File: config.mk
export PLATFORM = sky130hd
export DESIGN_NAME = function_group_instruction_encoder_top
export DESIGN_NICKNAME = d
export VERILOG_FILES = /design/src/rtl/core/fgie_pkg.sv /design/src/rtl/core/fgie_ram.sv /design/src/rtl/core/function_group_instruction_encoder_top.sv
export SDC_FILE = /design/constraint.sdc
export NUM_CORES = 1
export LEC_CHECK = 0
export ABC_AREA = 1
export BUFFER_PORTS_ARGS = -buffer_cell sky130_fd_sc_hd__buf_4
export CAP_MARGIN = 20
export CORE_MARGIN = 2
export CORE_UTILIZATION = 35
export CTS_BUF_LIST = sky130_fd_sc_hd__clkbuf_2
export DETAILED_ROUTE_END_ITERATION = 16
export PLACE_DENSITY = 0.46
export SLEW_MARGIN = 10
export SYNTH_ARGS = -nofsm -noshare
export SYNTH_HDL_FRONTEND = slang
export SYNTH_SLANG_ARGS = --single-unit
File: constraint.sdc
create_clock -name aclk -period 6.8 [get_ports aclk]
set_input_delay 0.68 -clock aclk [delete_from_list [all_inputs] [get_ports aclk]]
set_output_delay 0.68 -clock aclk [all_outputs]
set_load 0.005 [all_outputs]
File: src/rtl/core/fgie_pkg.sv
`default_nettype none

package fgie_pkg;

    localparam int SLOTS_DEFAULT = 16;
    localparam int FLAG_W        = 32;
    localparam int ACT_W         = 29;
    localparam int GROUPS        = 5;

    typedef enum logic [1:0] {
        CMD_SET   = 2'd0,
        CMD_CLR   = 2'd1,
        CMD_SEND  = 2'd2,
        CMD_CLEAR = 2'd3
    } cmd_t;

    typedef enum logic [2:0] {
        ST_IDLE = 3'b001,
        ST_MOD  = 3'b010,
        ST_EMIT = 3'b100
    } state_t;

    localparam logic [GROUPS-1:0] GRP_F0_F4   = 5'b00001;
    localparam logic [GROUPS-1:0] GRP_F5_F8   = 5'b00010;
    localparam logic [GROUPS-1:0] GRP_F9_F12  = 5'b00100;
    localparam logic [GROUPS-1:0] GRP_F13_F20 = 5'b01000;
    localparam logic [GROUPS-1:0] GRP_F21_F28 = 5'b10000;

    localparam logic [3:0] PFX_F5_F8   = 4'b1011;
    localparam logic [3:0] PFX_F9_F12  = 4'b1010;
    localparam logic [2:0] PFX_F0_F4   = 3'b100;
    localparam logic [7:0] INS_F13_F20 = 8'd222;
    localparam logic [7:0] INS_F21_F28 = 8'd223;

    typedef struct packed {
        logic [7:0] ins;
        logic [7:0] data;
        logic       has;
    } enc_t;

    function automatic logic [GROUPS-1:0] changed_groups(input logic [FLAG_W-1:0] chg);
        logic [GROUPS-1:0] g;
        g[0] = |chg[4:0];
        g[1] = |chg[8:5];
        g[2] = |chg[12:9];
        g[3] = |chg[20:13];
        g[4] = |chg[28:21];
        return g;
    endfunction

    function automatic enc_t encode_group(input logic [GROUPS-1:0] sel,
                                          input logic [ACT_W-1:0] act);
        enc_t e;
        e = '0;
        case (sel)
            GRP_F0_F4: begin
                e.ins = {PFX_F0_F4, act[0], act[4:1]};
            end
            GRP_F5_F8: begin
                e.ins = {PFX_F5_F8, act[8:5]};
            end
            GRP_F9_F12: begin
                e.ins = {PFX_F9_F12, act[12:9]};
            end
            GRP_F13_F20: begin
                e.ins  = INS_F13_F20;
                e.data = act[20:13];
                e.has  = 1'b1;
            end
            GRP_F21_F28: begin
                e.ins  = INS_F21_F28;
                e.data = act[28:21];
                e.has  = 1'b1;
            end
            default: begin
                e = '0;
            end
        endcase
        return e;
    endfunction

endpackage

`default_nettype wire

File: src/rtl/core/fgie_ram.sv
`default_nettype none

module fgie_ram #(
    parameter int WIDTH = 32,
    parameter int DEPTH = 16,
    localparam int AW   = (DEPTH > 1) ? $clog2(DEPTH) : 1
) (
    input  wire logic             clk,
    input  wire logic             we,
    input  wire logic [AW-1:0]    waddr,
    input  wire logic [WIDTH-1:0] wdata,
    input  wire logic [AW-1:0]    raddr,
    output logic      [WIDTH-1:0] rdata
);

    logic [WIDTH-1:0] mem_reg [DEPTH];
    logic [WIDTH-1:0] rd_data_reg;

    always_ff @(posedge clk) begin
        if (we) begin
            mem_reg[waddr] <= wdata;
        end
        rd_data_reg <= mem_reg[raddr];
    end

    assign rdata = rd_data_reg;

endmodule

`default_nettype wire

File: src/rtl/core/function_group_instruction_encoder_top.sv
// Set, clear and clear-slot commands pass through a slot read and a write back.
// A send reads the slot, writes it back, then emits one instruction per cycle while
// m_ready is high. Commands are taken one at a time: a new command is accepted only
// when idle, after the read-modify-write of the flag RAMs and the last instruction.
// Reset: synchronous active-low aresetn clears the controller and the per-slot
// valid bits, so every slot reads as all flags clear; no clearing pass is needed.
`default_nettype none

module function_group_instruction_encoder_top #(
    parameter int SLOTS = fgie_pkg::SLOTS_DEFAULT
) (
    input  wire logic        aclk,
    input  wire logic        aresetn,
    input  wire logic        s_valid,
    output logic             s_ready,
    input  wire logic [1:0]  s_func,
    input  wire logic [3:0]  s_register_slot,
    input  wire logic [4:0]  s_function_number,
    input  wire logic [13:0] s_loco_address,
    output logic             m_valid,
    input  wire logic        m_ready,
    output logic [3:0]       m_out_slot,
    output logic [13:0]      m_out_address,
    output logic [7:0]       m_instruction_byte,
    output logic [7:0]       m_data_byte,
    output logic             m_has_data_byte,
    output logic             m_last
);

    localparam int AW = (SLOTS > 1) ? $clog2(SLOTS) : 1;
    localparam int FW = fgie_pkg::FLAG_W;
    localparam int GW = fgie_pkg::GROUPS;

    fgie_pkg::state_t          state_reg, state_next;
    fgie_pkg::cmd_t            cmd_reg, cmd_next;
    logic [3:0]                slot_reg, slot_next;
    logic [4:0]                fn_reg, fn_next;
    logic [13:0]               addr_reg, addr_next;
    logic [fgie_pkg::ACT_W-1:0] act_reg, act_next;
    logic [GW-1:0]             pending_reg, pending_next;
    logic [SLOTS-1:0]          valid_reg, valid_next;

    logic [7:0]    s_slot_ext;
    logic [7:0]    q_slot_ext;
    logic [AW-1:0] rd_addr;
    logic [AW-1:0] wr_addr;
    logic          slot_ok;
    logic          s_xfer;
    logic          m_xfer;
    logic          we;

    logic [FW-1:0] act_rdata, sent_rdata;
    logic [FW-1:0] act_cur, sent_cur;
    logic [FW-1:0] act_new, sent_new;
    logic [FW-1:0] bit_mask;
    logic [GW-1:0] groups;
    logic [GW-1:0] sel;
    logic [GW-1:0] rest;
    fgie_pkg::enc_t enc;

    assign s_slot_ext = {4'd0, s_register_slot};
    assign q_slot_ext = {4'd0, slot_reg};
    assign rd_addr    = s_slot_ext[AW-1:0];
    assign wr_addr    = q_slot_ext[AW-1:0];
    assign slot_ok    = {5'd0, s_register_slot} < 9'(SLOTS);

    assign s_ready = (state_reg == fgie_pkg::ST_IDLE);
    assign m_valid = (state_reg == fgie_pkg::ST_EMIT);
    assign s_xfer  = s_valid && s_ready;
    assign m_xfer  = m_valid && m_ready;
    assign we      = (state_reg == fgie_pkg::ST_MOD);

    fgie_ram #(.WIDTH(FW), .DEPTH(SLOTS)) u_active_ram (
        .clk   (aclk),
        .we    (we),
        .waddr (wr_addr),
        .wdata (act_new),
        .raddr (rd_addr),
        .rdata (act_rdata)
    );

    fgie_ram #(.WIDTH(FW), .DEPTH(SLOTS)) u_sent_ram (
        .clk   (aclk),
        .we    (we),
        .waddr (wr_addr),
        .wdata (sent_new),
        .raddr (rd_addr),
        .rdata (sent_rdata)
    );

    // unwritten slots read as all clear
    always_comb begin
        act_cur  = valid_reg[wr_addr] ? act_rdata  : '0;
        sent_cur = valid_reg[wr_addr] ? sent_rdata : '0;
        bit_mask = FW'(1) << fn_reg;
        case (cmd_reg)
            fgie_pkg::CMD_SET: begin
                act_new  = act_cur | bit_mask;
                sent_new = sent_cur;
            end
            fgie_pkg::CMD_CLR: begin
                act_new  = act_cur & ~bit_mask;
                sent_new = sent_cur;
            end
            fgie_pkg::CMD_SEND: begin
                act_new  = act_cur;
                sent_new = act_cur;
            end
            default: begin
                act_new  = '0;
                sent_new = '0;
            end
        endcase
        groups = fgie_pkg::changed_groups(act_cur ^ sent_cur);
    end

    // emit lowest pending group first
    always_comb begin
        sel = pending_reg & (~pending_reg + GW'(1));
        rest = pending_reg & ~sel;
        enc  = fgie_pkg::encode_group(sel, act_reg);
    end

    assign m_out_slot         = slot_reg;
    assign m_out_address      = addr_reg;
    assign m_instruction_byte = enc.ins;
    assign m_data_byte        = enc.data;
    assign m_has_data_byte    = enc.has;
    assign m_last             = (rest == '0);

    always_comb begin
        state_next   = state_reg;
        cmd_next     = cmd_reg;
        slot_next    = slot_reg;
        fn_next      = fn_reg;
        addr_next    = addr_reg;
        act_next     = act_reg;
        pending_next = pending_reg;
        valid_next   = valid_reg;
        case (state_reg)
            fgie_pkg::ST_IDLE: begin
                if (s_xfer && slot_ok) begin
                    cmd_next   = fgie_pkg::cmd_t'(s_func);
                    slot_next  = s_register_slot;
                    fn_next    = s_function_number;
                    addr_next  = s_loco_address;
                    state_next = fgie_pkg::ST_MOD;
                end
            end
            fgie_pkg::ST_MOD: begin
                valid_next[wr_addr] = 1'b1;
                act_next = act_cur[fgie_pkg::ACT_W-1:0];
                if (cmd_reg == fgie_pkg::CMD_SEND && groups != '0) begin
                    pending_next = groups;
                    state_next   = fgie_pkg::ST_EMIT;
                end else begin
                    state_next   = fgie_pkg::ST_IDLE;
                end
            end
            fgie_pkg::ST_EMIT: begin
                if (m_xfer) begin
                    pending_next = rest;
                    if (rest == '0) begin
                        state_next = fgie_pkg::ST_IDLE;
                    end
                end
            end
            default: begin
                state_next = fgie_pkg::ST_IDLE;
            end
        endcase
    end

    always_ff @(posedge aclk) begin
        if (!aresetn) begin
            state_reg   <= fgie_pkg::ST_IDLE;
            pending_reg <= '0;
            valid_reg   <= '0;
        end else begin
            state_reg   <= state_next;
            pending_reg <= pending_next;
            valid_reg   <= valid_next;
        end
        cmd_reg  <= cmd_next;
        slot_reg <= slot_next;
        fn_reg   <= fn_next;
        addr_reg <= addr_next;
        act_reg  <= act_next;
    end

endmodule

`default_nettype wire

==> run_results.csv, run 1 <==
group,metric,value,unit
run_status,status,"complete, no violations",
clock_network,cts_tree,"done",
yosys,synth_xor_xnor_area_share,0.0205,%
clock_network,cts.sinks,1064,
critical_path,reg2reg_from,"m_out_slot[0]$_DFFE_PP_",
sta,period_minus_slack,4.54,ns
clock_network,clockRootBuffer,"clkbuf_2",
global_routing,grt_pass1_wl,180000,um
critical_path,worstPathCellList,"inv_2 > nand2_1 > nand2_1 > nand2_1 > nand2_1 > nand2_1 > nand2_1 > nor2_4 > buf_4 > nor2_8 > xor2_1 > nand3_1 > nor2_1 > nand2_1 > nand2_1 > nand2_1 > nand3_1 > nand2_1 > dlygate4sd3_1 > nor2_1 > dlygate4sd3_1",
sta,fin_worst_skew,0.196,ns
yosys,synth_top_family_by_area,"compound AO/OA/AOI/OAI gates",
critical_path,startpoint_type,"register",
yosys,syn_area,0.0428,mm2
die,dieArea,0.125,mm2
sta,finalSetupViolations,0,
critical_path,path_delay_family,"simple AND/OR/NAND/NOR gates",
yosys,synthArstFlopShare,0,%
die,die_w,354,um
critical_path,crit_slowest_cell,"edfxtp_1",
sta,max-slew-margin-rel,20.2,%
global_routing,grt_antenna_before_repair,6,
yosys,mappedNetlistNets,3252,
layout,num-fill-cells,11529,
die,fp.dieH,354,um
die,initial_core_util,35.2,%
sta,timing.fmax,0.220,GHz
yosys,synth_warnings,0,
critical_path,reg2regPathDepth,21,
routing,dr.pass1.iters,6,
critical_path,endpoint_kind,"register",
yosys,synth.ff_latch_count,1064,
layout,drive_above_1_share,17.3,%
routing,wl,124000,um
hold_path,hp-class,"input port to register",
placed_design,dpl.hpwl,67700,um
sta,tns,0,ns
yosys,synth_top_flop_cell,"edfxtp_1",
clock_network,h-tree-depth,5,
critical_path,critical_path_depth,21,
yosys,yosys.area.top_type,"edfxtp_1",
sta,tightest_slew,1.20,ns
yosys,synth_top_area_share,68.9,%
layout,final_util,40.0,%
layout,nNetsFinal,3551,
power_and_ir_drop,power.leakage,17.8,nW
global_routing,grt_pass1_vias,26699,
routing,vias,27313,
layout,synthToLayoutAreaGrowth,13.6,%
yosys,ys_seq_area_share,72.8,%
global_routing,grt_max_degree,180,
placed_design,numPortBuffers,66,
yosys,syn_inst,3223,
yosys,synthMuxAreaShare,5.43,%
yosys,synth_most_common_cell,"edfxtp_1",
placed_design,gp_congestion,0.862,
yosys,synth.avg_cell_area,13.3,um2
clock_network,path_clk_slew,0.11,ns
critical_path,critPathArrivalTime,6.09,ns
routing,vias_per_cell,5.10,
critical_path,crit_start,"m_out_slot[0]$_DFFE_PP_",
sta,period_share,66.7,%
global_routing,grt_overflow,0,
hold_path,hp-start,"s_register_slot[2]",
run,maxCapViolations,0,
critical_path,crit_top_cell,"nand2_1",
die,coreArea,0.122,mm2
clock_network,numCtsBuffers,293,
clock_network,insertion_delay,1.60,ns
yosys,synth_fa_ha_area_share,0,%
critical_path,slowest_delay,0.63,ns
power_and_ir_drop,ir_worst_vdd,159,uV
yosys,yosys-top-cells-area,"edfxtp_1 69%, mux2i_1 5.4%, o211ai_1 4.1%, dfxtp_1 3.8%, o21ai_0 3.7%",
power_and_ir_drop,total_power,12.3,mW
critical_path,critical_path_required,8.35,ns
die,io_pins,67,
sta,rsz0062_at_grt,"false",
critical_path,critPathKind,"register to register",
yosys,ys_top_cells_by_count,"982 x edfxtp_1, 348 x inv_1, 315 x o21ai_0",
yosys,synth_edf_count,982,
clock_network,post_cts_buffers,0,
power_and_ir_drop,power.density,253,mW/mm2
sta,finalHoldViolations,0,
yosys,yosys.area_share.simple,4.58,%
yosys,synth.distinct_cells,30,
routing,drt_iter0_markers,2254,
yosys,synth_compound_area_share,12.2,%
sta,drv_slew,0,
critical_path,cp_max_fo,29,
global_routing,grt_usage,19.6,%
routing,wl_per_cell,23.1,um
critical_path,critPathBufInv,4,
routing,detail_route.drc_violations,0,
die,rows,128,
hold_path,hold_path_depth,2,
routing,ant_nets,0,
clock_network,clockBufferDepth,4,
stage by stage:
step / instances / setup slack, ns / instance area [um2] / hold slack [ns]
after global routing: 5352 / 1.90 / 48600 / 0.0652
after global placement: 4780 / 3.37 / 45300 / 0.466
after CTS: 5337 / 1.77 / 48400 / 0.00532
after detailed placement: 4785 / 3.34 / 45400 / 0.463
final: 5353 / 2.26 / 48600 / 0.241
after floorplan: 3223 / 0.703 / 42800 / 0.440
path summary, 6_finish.rpt:
check	endpoint	slack (ns)
worst min register to register	valid_reg[1]$_SDFFE_PN0P_	0.50
worst min-delay path	m_out_slot[2]$_DFFE_PP_	0.24
worst max-delay path	pending_reg[2]$_SDFFE_PN0P_	2.26
worst max register to register	pending_reg[2]$_SDFFE_PN0P_	2.26
cell type report:
cell class | instances | area [um2] | share of cell area (%)
multi-input cells | 1605 | 9710 | 20.0
clock buffers | 429 | 2150 | 4.42
diodes | 4 | 10.0 | 0.0206
flip-flops and latches | 1064 | 31100 | 64.1
inverters | 354 | 1340 | 2.75
well taps | 1625 | 2030 | 4.18
repair buffers | 204 | 1880 | 3.88
clock inverters | 68 | 344 | 0.708
power by group:
part / leakage (nW) / internal [mW] / switching [mW]
clock network: 1.96 / 1.78 / 2.61
registers: 9.01 / 7.12 / 0.0703
logic: 6.82 / 0.224 / 0.478
layer usage:
layer  part of all wire (%)  track usage (%)  routed length, um  vias to the layer above
met3                    7.5             5.32               9270                      139
met1                     46             27.7              56900                    13633
met5                  0.026                0                 32                        -
met2                     45             30.0              56000                      965
li1                       -                -                  -                    12572
met4                    1.3             5.01               1630                        4
placed cells by master (no fill, tap or decap), types with 52 or more instances in the layout:
cell type / count
clkinv_1: 52
buf_4: 129
clkbuf_2: 429
nand2_1: 229
edfxtp_1: 982
nor2_1: 109
o211ai_1: 232
dlygate4sd3_1: 55
dfxtp_1: 82
inv_1: 346
a21oi_1: 304
mux2i_1: 232
o21ai_0: 315
nand3_1: 89
timing repair:
| action | in CTS | in global routing |
|---|---|---|
| hold endpoints to repair | 132 | 0 |
| resized for setup | 0 | 0 |
| hold buffers | 55 | 0 |
kinds of logic after synthesis:
| kind of cell | after synthesis |
|---|---|
| DFF | 1064 |
| buffers and inverters | 554 |
| muxes | 232 |
| xor gates and xnor gates | 1 |
| AOI/OAI and AO/OA | 899 |
| and+or+nand+nor | 473 |
(Power assumes the default switching activity.)
==> run 2, diff against run 1 <==
==> constraint.sdc (replaced) <==
create_clock -name aclk -period 4.5 [get_ports aclk]
set_input_delay 0.45 -clock aclk [delete_from_list [all_inputs] [get_ports aclk]]
set_output_delay 0.45 -clock aclk [all_outputs]
set_load 0.005 [all_outputs]
==> run 2 against run 1 <==
  * Sequential power rose by 52%
  * Via count rose by 1.0%
  * Clock skew fell by 0.045 ns
  * Largest cell class unchanged
  * Routed wire length rose by 0.81%
  * Sequential share of layout area fell by 0.94 points
  * Highest routed layer is now met4
  * Sequential cell count did not move
  * Critical path depth fell by 8
  * Global-route usage barely moved
  * Critical path type is now input port to register
==> run_results.csv, run 2 (same netlist as run 1, synthesis figures left out) <==
group,metric,value,unit
power_and_ir_drop,ir_worst_vdd,209,uV
sta,period_share,95.4,%
placed_design,place_ws,0.874,ns
sta,period_minus_slack,4.29,ns
layout,stdcell_count,5415,
global_routing,grt_usage,19.7,%
routing,vias,27593,
global_routing,use_met2,30.7,%
power_and_ir_drop,internal-power,13.9,mW
critical_path,critPathKind,"input port to register",
power_and_ir_drop,swShare,25.5,%
die,die_w,354,um
critical_path,cp_max_fo,77,
hold_path,hp-class,"input port to register",
clock_network,clockRootBuffer,"clkbuf_2",
placed_design,numPortBuffers,66,
routing,ant_nets,0,
layout,synthToLayoutAreaGrowth,15.3,%
global_routing,busiest_layer,"met2",
global_routing,grt_antenna_before_repair,2,
sta,finalHoldViolations,0,
critical_path,endpoint_kind,"register",
sta,max-slew-margin-rel,23.7,%
power_and_ir_drop,total_power,18.7,mW
layout,drive_above_1_share,17.8,%
global_routing,grt_use_met3,3.75,%
placed_design,dp_cells,4821,
clock_network,path_clk_slew,0.09,ns
sta,fin_hold_ws,0.246,ns
die,rows,128,
global_routing,grt_overflow,0,
routing,dr.pass1.iters,5,
sta,setup_ws,0.209,ns
die,fp.dieH,354,um
hold_path,hp-start,"s_register_slot[1]",
routing,wl_per_cell,23.1,um
die,initial_core_util,35.2,%
routing,wl,125000,um
layout,num-fill-cells,11426,
clock_network,h-tree-depth,5,
critical_path,reg2reg_from,"m_out_slot[0]$_DFFE_PP_",
layout,layout_common_cells,"982 x edfxtp_1, 438 x clkbuf_2, 346 x inv_1",
layout,nNetsFinal,3614,
run,maxCapViolations,0,
clock_network,cts_tree,"done",
power_and_ir_drop,seqPwrFrac,58.1,%
sta,rsz0062_at_grt,"false",
clock_network,clockBufferDepth,4,
die,io_pins,67,
power_and_ir_drop,power.leakage,18.1,nW
layout,final_common_cell,"edfxtp_1",
global_routing,grt_pass1_wl,181000,um
placed_design,dpl.hpwl,66200,um
clock_network,insertion_delay,1.59,ns
routing,drt_iter0_markers,2243,
routing,detail_route.drc_violations,0,
routing,vias_per_cell,5.10,
power_and_ir_drop,combPwrFrac,5.9,%
critical_path,critical_path_required,5.97,ns
sta,fin_worst_skew,0.152,ns
clock_network,cts.repair.resized,0,
global_routing,grt_max_degree,141,
die,dieArea,0.125,mm2
sta,tns,0,ns
clock_network,numCtsBuffers,294,
sta,tightest_slew,1.14,ns
sta,timing.fmax,0.233,GHz
power_and_ir_drop,p_clk_share,36.0,%
power_and_ir_drop,p_sw,4.76,mW
placed_design,gp_congestion,0.837,
global_routing,grt_pass1_vias,27027,
sta,drv_slew,0,
sta,finalSetupViolations,0,
die,coreArea,0.122,mm2
critical_path,startpoint_type,"input port",
clock_network,cts.sinks,1064,
power_and_ir_drop,power.density,379,mW/mm2
critical_path,critPathArrivalTime,5.76,ns
critical_path,crit_start,"s_register_slot[1]",
run_status,status,"complete, no violations",
global_routing,met1_usage,27.8,%
[run 2: cell count changes in the layout (fill, tap and decap cells not counted), moves of 4 or more]
cell	previous run	this run
clkbuf_2	429	438
dlygate4sd3_1	55	83
buf_4	129	146
a21oi_2	9	3
a21oi_1	304	310
buf_16	5	0
buf_12	8	31
inv_2	10	6
clkinv_1	52	47
[run 2: worst paths after layout]
path	end	slack [ns]	cells past startpoint
setup / recovery	u_sent_ram.rdata[23]$_DFF_P_	0.21	13
hold / removal	u_sent_ram.rdata[12]$_DFF_P_	0.25	7
setup reg to reg	pending_reg[1]$_SDFFE_PN0P_	0.35	23
hold reg to reg	valid_reg[9]$_SDFFE_PN0P_	0.48	2
[run 2: power groups by stage]
stage          clock network (mW)  logic, mW  registers [mW]
2_1_floorplan                   0      0.636            11.0
6_report                     6.73       1.10            10.9
3_5_place_dp                    0       1.04            11.1
3_3_place_gp                    0       1.04            11.1
5_1_grt                      7.50       1.21            10.9
4_1_cts                      6.99       1.11            10.9
[run 2: area by class of cell]
cell class	count	area [um2]	share of cell area [%]
Sequential cell	1064	31100	63.1
Clock inverter	61	345	0.700
Timing Repair Buffer	265	2600	5.28
Tap cell	1625	2030	4.12
Clock buffer	438	2190	4.44
Inverter	354	1340	2.71
Antenna cell	2	5.00	0.0101
Multi-Input combinational cell	1606	9680	19.6
[run 2: what timing repair did]
item	CTS	global route
hold endpoints to repair	132	0
hold buffers	84	0
setup endpoints to repair	0	1
buffers inserted	0	0
[run 2: through the flow]
stage                     util, %  area (um2)
final                        40.6       49300
after global routing         40.6       49300
after CTS                    40.5       49200
after detailed placement     37.7       45800
after global placement       37.7       45800
after floorplan                 -       42800
[run 2: critical path, cell delays in order]
cell	delay [ns]
dlygate4sd3_1	0.55
clkbuf_8	0.22
dlygate4sd3_1	1.33
buf_12	0.46
a21oi_1	0.08
dlygate4sd3_1	0.59
o21ai_0	0.07
dlygate4sd3_1	0.57
o211ai_1	0.07
dlygate4sd3_1	0.61
nand3_1	0.08
dlygate4sd3_1	0.56
nand2_1	0.05
[run 2: layer usage]
metal	up-vias	routed length [um]
li1	12711	-
met1	13848	58400
met2	870	57400
met3	164	6840
met4	0	2250
met5	-	0
